--- src/hdl/lease_grant_table_macros.svh ---
// Assertion helpers for the lease grant table.
// Both forms sample on the rising edge of clk and stay quiet while rst_n is low.
`ifndef LEASE_GRANT_TABLE_MACROS_SVH
`define LEASE_GRANT_TABLE_MACROS_SVH

`ifndef NO_ASSERTIONS

// Property that must hold in the same cycle.
`define LGT_ASSERT(lbl, prop, msg) \
    lbl: assert property (@(posedge clk) disable iff (!rst_n) (prop)) else $error(msg);

// Property whose consequent is checked in the cycle after the antecedent.
`define LGT_ASSERT_NEXT(lbl, ante, cons, msg) \
    lbl: assert property (@(posedge clk) disable iff (!rst_n) (ante) |=> (cons)) \
        else $error(msg);

`else

`define LGT_ASSERT(lbl, prop, msg)
`define LGT_ASSERT_NEXT(lbl, ante, cons, msg)

`endif

`endif

--- src/hdl/lgt_pkg.sv ---
`default_nettype none

package lgt_pkg;

    // Field widths
    localparam int KEY_W    = 64;
    localparam int TIME_W   = 48;
    localparam int CLIENT_W = 8;
    localparam int PERIOD_W = 32;
    localparam int STATUS_W = 2;
    localparam int DATA_W   = 32;
    localparam int ADDR_W   = 2;

    // Table defaults
    localparam int TABLE_ENTRIES_DEF = 64;
    localparam int CLIENT_COUNT      = 256;

    // Register map and reset value
    localparam logic [ADDR_W-1:0]   REG_LEASE_PERIOD   = 2'd0;
    localparam logic [PERIOD_W-1:0] LEASE_PERIOD_RESET = 32'd1000;

    // Result status codes
    localparam logic [STATUS_W-1:0] ST_GRANTED = 2'd0;
    localparam logic [STATUS_W-1:0] ST_DENIED  = 2'd1;
    localparam logic [STATUS_W-1:0] ST_FULL    = 2'd2;
    localparam logic [STATUS_W-1:0] ST_UNUSED  = 2'd3;

    localparam logic [TIME_W-1:0] TIME_MAX = {TIME_W{1'b1}};

    // Request traveling down the chain, with the result filled in by the
    // cell that resolves it
    typedef struct packed {
        logic [KEY_W-1:0]    key_high;
        logic [KEY_W-1:0]    key_low;
        logic [CLIENT_W-1:0] req;
        logic [TIME_W-1:0]   now;
        logic [TIME_W-1:0]   fresh;
        logic                done;
        logic [STATUS_W-1:0] status;
        logic [TIME_W-1:0]   due;
        logic [CLIENT_W-1:0] holder;
    } lgt_token_t;

    // Requester id modulo the client count; the count is a power of two,
    // so this reduces to a mask
    function automatic logic [CLIENT_W-1:0] client_reduce(input logic [CLIENT_W-1:0] id);
        logic [31:0] wide;
        wide = {{(32 - CLIENT_W){1'b0}}, id};
        return CLIENT_W'(wide % 32'(CLIENT_COUNT));
    endfunction

endpackage

`default_nettype wire

--- src/hdl/lgt_cell.sv ---
`default_nettype none

module lgt_cell (
    input  logic               clk,
    input  logic               rst_n,
    input  logic               in_valid,
    input  lgt_pkg::lgt_token_t in_tok,
    output logic               out_valid,
    output lgt_pkg::lgt_token_t out_tok
);
    import lgt_pkg::*;
    `include "lease_grant_table_macros.svh"

    logic                entry_valid_reg;
    logic [KEY_W-1:0]    key_high_reg;
    logic [KEY_W-1:0]    key_low_reg;
    logic [TIME_W-1:0]   due_reg;
    logic [CLIENT_W-1:0] holder_reg;
    logic                out_valid_reg;
    lgt_token_t          out_tok_reg;
    lgt_token_t          out_tok_next;

    logic key_match;
    logic hit;
    logic claim;
    logic expired;
    logic renew;

    // Lookup against this entry; valid entries form a prefix, so the first
    // empty cell reached is the lowest free slot
    always_comb
    begin
        key_match = entry_valid_reg && (key_high_reg == in_tok.key_high)
                    && (key_low_reg == in_tok.key_low);
        hit       = in_valid && !in_tok.done && key_match;
        claim     = in_valid && !in_tok.done && !entry_valid_reg;
        expired   = (in_tok.now >= due_reg);
        renew     = claim || (hit && expired);
    end

    // Result for the request leaving this cell
    always_comb
    begin
        out_tok_next = in_tok;
        if (renew)
        begin
            out_tok_next.done   = 1'b1;
            out_tok_next.status = ST_GRANTED;
            out_tok_next.due    = in_tok.fresh;
            out_tok_next.holder = in_tok.req;
        end
        else if (hit)
        begin
            out_tok_next.done   = 1'b1;
            out_tok_next.due    = due_reg;
            out_tok_next.holder = holder_reg;
            out_tok_next.status = (holder_reg == in_tok.req) ? ST_GRANTED : ST_DENIED;
        end
    end

    // Control state
    always_ff @(posedge clk or negedge rst_n)
    begin
        if (!rst_n)
        begin
            entry_valid_reg <= 1'b0;
            out_valid_reg   <= 1'b0;
        end
        else
        begin
            if (claim)
            begin
                entry_valid_reg <= 1'b1;
            end
            out_valid_reg <= in_valid;
        end
    end

    // Entry contents and forwarded request
    always_ff @(posedge clk)
    begin
        if (claim)
        begin
            key_high_reg <= in_tok.key_high;
            key_low_reg  <= in_tok.key_low;
        end
        if (renew)
        begin
            due_reg    <= in_tok.fresh;
            holder_reg <= in_tok.req;
        end
        out_tok_reg <= out_tok_next;
    end

    assign out_valid = out_valid_reg;
    assign out_tok   = out_tok_reg;

    // Checks
    `LGT_ASSERT_NEXT(a_entry_sticks, entry_valid_reg, entry_valid_reg, "entry lost its valid bit")
    `LGT_ASSERT_NEXT(a_token_moves, in_valid, out_valid, "request dropped in cell")
    `LGT_ASSERT_NEXT(a_done_kept, in_valid && in_tok.done,
        out_tok.done && (out_tok.status == $past(in_tok.status)), "resolved result altered")
    `LGT_ASSERT(a_claim_empty, !(claim && hit), "claim and hit in one cell")

endmodule

`default_nettype wire

--- config.mk ---
export PLATFORM = sky130hd
export DESIGN_NAME = lgt_cell
export DESIGN_NICKNAME = d
export VERILOG_FILES = /design/src/hdl/lgt_pkg.sv /design/src/hdl/lgt_cell.sv
export VERILOG_INCLUDE_DIRS = /design/src /design/src/hdl
export SDC_FILE = /design/constraint.sdc
export NUM_CORES = 1
export LEC_CHECK = 0
export BUFFER_PORTS_ARGS = -buffer_cell sky130_fd_sc_hd__buf_2
export CORE_AREA = 2 2 227 229
export CTS_CLUSTER_SIZE = 12
export DETAILED_ROUTE_END_ITERATION = 7
export DIE_AREA = 0 0 229 231
export SYNTH_ARGS = -nofsm -noshare
export SYNTH_HDL_FRONTEND = slang
export SYNTH_SLANG_ARGS = --single-unit
--- constraint.sdc ---
create_clock -name clk -period 8.87 [get_ports clk]
set_input_delay 0.4435 -clock clk [delete_from_list [all_inputs] [get_ports clk]]
set_output_delay 0.4435 -clock clk [all_outputs]
set_load 0.02 [all_outputs]
Word level (Yosys, flattened, before mapping):

Cells that the tools add are included.

* register bits after elaboration: 477
* bits in writable memories: 0
* logic and storage cells: 32
* memories: 0
* bits in latches: 0
* bits in read-only memories: 0

* mux-type cells: 3
* bitwise operators: 0
* add/sub/neg operators: 0
* shift-type cells: 0
* div/mod/pow operators: 0
* reductions and logical operators: 10
* equality and inequality tests: 3
* order comparisons: 1
* $mul: 0

Operator list (count)
* $eq 64x64->1: 2
* $mux 58: 1
* $mux 56: 1
* $ge 48x48->1: 1
* $eq 8x8->1: 1
* $logic_and 1x1->1: 6
* $logic_not 1->1: 2
* $reduce_or 2->1: 1
* $logic_or 1x1->1: 1
* $mux 1: 1

Longest topological paths before layout:

* depth in word-level cells: 7
* depth in mapped cells: 11
* depth with buffers taken out: 9

Least setup slack after synthesis:

No wires, ideal clock.

* path type: in2reg
* start point: in in_tok[58] in the netlist's numbering
* end point: reg due_reg[0] (enable)
* stages on the path: 6
* data arrival time: 8.593 ns
* library setup time: 0.410 ns
* data required time: 8.460 ns
* path buffers: 2
* slack: -0.134 ns
* cells stage by stage: nand2b_1 -> nor2_1 -> o22ai_1 -> buf_2 -> buf_2 -> inv_1

* elaborated cells on any way between the ends: 6
* classes of those cells: reduce/logical: 6

RTL lines
* from (decl): line lgt_cell.sv:7 `input lgt_pkg::lgt_token_t in_tok,`
* $logic_not 1->1: line lgt_cell.sv:36 `claim = in_valid && !in_tok.done && !entry_valid_reg;`
* $logic_and 1x1->1 (2 in a row): line lgt_cell.sv:36
* net claim: line lgt_cell.sv:25 `logic claim;`
* $logic_or 1x1->1: line lgt_cell.sv:38 `renew = claim || (hit && expired);`
* net renew: line lgt_cell.sv:27 `logic renew;`
* to (signal assigned): line lgt_cell.sv:89 `due_reg <= in_tok.fresh;`
* to (decl): line lgt_cell.sv:17 `logic [TIME_W-1:0] due_reg;`

The timed path passes the listed nets, and every way through them passes these cells.
A chain may end at the register's enable or synchronous reset.

Worst setup path after layout:

* start point: in in_tok[185] in the netlist's numbering
* end point: reg due_reg[12] (enable)

* cells in the longest elaborated chain, start to end: 5

RTL lines
* $eq 64x64->1: line lgt_cell.sv:34 `&& (key_low_reg == in_tok.key_low);`
* $logic_and 1x1->1: line lgt_cell.sv:34
* $logic_and 1x1->1: line lgt_cell.sv:35 `hit = in_valid && !in_tok.done && key_match;`
* $logic_and 1x1->1: line lgt_cell.sv:38
* $logic_or 1x1->1: line lgt_cell.sv:38
* net renew: line lgt_cell.sv:27

The timed path passes the listed nets, and every way through them passes these cells.

==> impl_metrics.csv <==
group,metric,value,unit
yosys,synth_edf_count,184,
global_route,track_usage,17.0,%
worst_setup_path,cp_max_fo,61,
timing,period_share,53.4,%
detailed_routing,vias,10600,
cts,clock_sinks,477,
cts,clkLatencyLatePin,0.57,ns
cts,clkTransAtPathRegs,0.06,ns
die,fp.coreArea,50700,µm²
detailed_routing,drc,0,
timing,fin_tns_setup,0,ns
worst_setup_path,cp.required,9.05,ns
timing,worst_pin_slew,0.950,ns
timing,min_period,4.73,ns
cts,cts-root-buf,"clkbuf_16",
placement,place_hpwl,33200,µm
worst_setup_path,critical_path_class,"in -> reg",
yosys,synth_nets,1306,
worst_setup_path,regToRegStartpoint,"key_high_reg[22]$_DFFE_PP_",
yosys,ys_types,36,
cells_and_area,fin_nets,2108,
global_route,grt_pass1_vias,11200,
detailed_routing,drt_wl_total,46100,µm
cells_and_area,synthToLayoutAreaGrowth,46.0,%
timing,slew_headroom,36.7,%
cells_and_area,final_layout_size_suffix_gt1_share,42.0,%
worst_setup_path,cp.arrival,4.92,ns
cts,clk_path_buf_depth,3,
cts,numCtsBuffers,50,
global_route,grt_overflow_total,0,
yosys,synthFlopType,"dfxtp_1",
timing,finalSetupViolCount,0,
pwr,cellPowerDensity,213,nW/µm²
outcome,status,"completed",
cts,ctsResizeCount,0,
die,die_h,231,µm
min_path,hp-start,"in_tok[126]",
worst_setup_path,startpoint,"in_tok[185]",
timing,rsz0062_at_grt,"no",
cells_and_area,num-fill-cells,4580,
timing,final_hold_viol_count,0,
worst_setup_path,crit_path_start_kind,"input pin",
timing,whs,0.0317,ns
pwr,vdd_drop_max,0.161,mV
timing,clock.fmax,211,MHz
detailed_routing,ant_nets,0,
yosys,ys_ff_latch,477,
die,rows,83,
timing,drv_slew,0,
placement,dpl-instance-area,19300,µm²
detailed_routing,drt-pass1-iter-count,4,
yosys,avgSynthCellArea,16.1,µm²
die,dieWidth,229,µm
die,start_util,30.6,%
timing,fin_skew,0.0160,ns
min_path,hold_class,"in -> reg",
yosys,yosysWarnings,0,
flow_run,cap_violations,0,
die,io_pins,586,
global_route,grt_start_max_net_pins,72,
yosys,syn_area,15500,µm²
pwr,p_leak,9.61,nW
detailed_routing,drt-wirelength-per-cell,18.5,µm
placement,port_buffers,585,
cts,cts_max_level,2,
yosys,syn_inst,964,
cts,cts_tree,"done",
worst_setup_path,endpoint_kind,"flip-flop",
cells_and_area,largest_reg_flops,291,
global_route,grt_pass1_wl,68000,µm
detailed_routing,detail_route.vias_per_cell,4.27,
die,die_area,52900,µm²
detailed_routing,drtIter0Drc,420,
yosys,synthArstFlopShare,0.419,%
cells_and_area,stdcell_area,22600,µm²
placement,gp_congestion,0.807,
global_route,antenna_found_initial,6,
yosys,ys_seq_area_share,73.6,%
## stage by stage
stage / total power, mW / setup WS, ns / cells / util [%]
global placement: 2.77 / 3.76 / 2222 / 38.0
finish: 4.82 / 4.14 / 2489 / 44.6
floorplan: 2.57 / 2.28 / 964 / -
CTS: 4.88 / 3.92 / 2485 / 44.6
detailed placement: 2.77 / 3.77 / 2222 / 38.0
global route: 4.99 / 3.85 / 2486 / 44.6
## report_power, final
part / total, mW / internal [mW] / switching (mW) / leakage [nW]
clock: 2.03 / 1.20 / 0.835 / 0.785
sequential: 2.36 / 2.34 / 0.0201 / 4.13
combinational: 0.422 / 0.192 / 0.230 / 4.69
total: 4.82 / 3.73 / 1.09 / 9.61
## cell usage in the layout (no fill, tap or decap), types with 2 or more instances in the layout
cell and instances:
a2111oi_0 2, a21o_1 15, a21oi_1 15, buf_2 585
buf_4 5, clkbuf_1 22, clkbuf_16 54, clkbuf_8 9
clkinv_2 3, clkinv_4 2, dfrtp_1 2, dfxtp_1 291
diode_2 3, dlygate4sd3_1 172, edfxtp_1 184, ha_1 48
inv_1 50, mux2_1 18, mux2_2 94, nand2_1 6
nand2b_1 8, nand3_1 5, nand4_1 40, nor2_1 6
nor2b_1 5, nor4_1 11, o2111ai_1 2, o21ai_0 5
xnor2_1 119, xor2_1 11
## per-layer routing
layer	wire, µm	share of wire [%]	vias up	global-route usage, %
met1	17700	38	5062	19.7
met5	39	0.085	-	0
met2	23300	50	439	29.8
li1	-	-	5044	-
met4	1330	2.9	6	5.60
met3	3760	8.2	78	5.14
## critical path, stage by stage
cell           delay [ns]
dlygate4sd3_1        0.54
buf_2                0.15
nand2b_1             0.07
o2111ai_1            0.26
nor4_1               0.70
nand4_1              0.28
nor4_4               0.25
buf_4                0.71
o22ai_4              0.10
buf_4                0.37
inv_2                0.12
buf_4                0.65
## cell usage after synthesis, types with 7 or more instances
cell | instances | area [µm²]
a21o_1 | 15 | 113
a21oi_1 | 15 | 75.1
buf_2 | 7 | 35.0
dfxtp_1 | 291 | 5830
edfxtp_1 | 184 | 5530
ha_1 | 48 | 601
inv_1 | 51 | 191
mux2_1 | 18 | 203
mux2_2 | 94 | 1060
nand2b_1 | 8 | 50.1
nand4_1 | 40 | 250
nor2_1 | 7 | 26.3
nor4_1 | 11 | 68.8
xnor2_1 | 119 | 1040
xor2_1 | 11 | 96.3
## area by class of cell
cell class / count / area, µm² / area share (%)
tap: 680 / 851 / 3.76
timing repair buffer: 762 / 4690 / 20.7
clock buffer: 86 / 1570 / 6.93
inverter: 51 / 191 / 0.847
clock inverter: 6 / 41.3 / 0.183
antenna: 3 / 7.51 / 0.0332
multi-input combinational: 424 / 3860 / 17.1
sequential: 477 / 11400 / 50.4
## repair_timing
| action | in CTS | in global routing |
|---|---|---|
| hold buffers | 171 | 1 |
| buffers inserted | 0 | 0 |
| hold endpoints to repair | 172 | 1 |
## final timing paths
path                                          endpoint  slack, ns  depth (start not counted)
max                              due_reg[12]$_DFFE_PP_       4.14                         12
min                               out_tok[126]$_DFF_P_       0.03                          1
max reg2reg                      due_reg[12]$_DFFE_PP_       4.28                         10
min reg2reg                entry_valid_reg$_DFFE_PN0P_       0.58                          1
max in group asynchronous          out_valid$_DFF_PN0_       8.57                          2
min in group asynchronous  entry_valid_reg$_DFFE_PN0P_       0.20                          2
## cell families after synthesis
kind of cell / count (synthesis) / synth area share [%]
and+or+nand+nor: 87 / 3.36
xor gates and xnor gates: 130 / 7.35
buffers and inverters: 63 / 1.58
adders and majority gates: 48 / 3.88
AOI/OAI and AO/OA: 47 / 2.04
muxes: 112 / 8.15
DFF: 477 / 73.6
No activity file was read; power rests on OpenSTA's default activity.
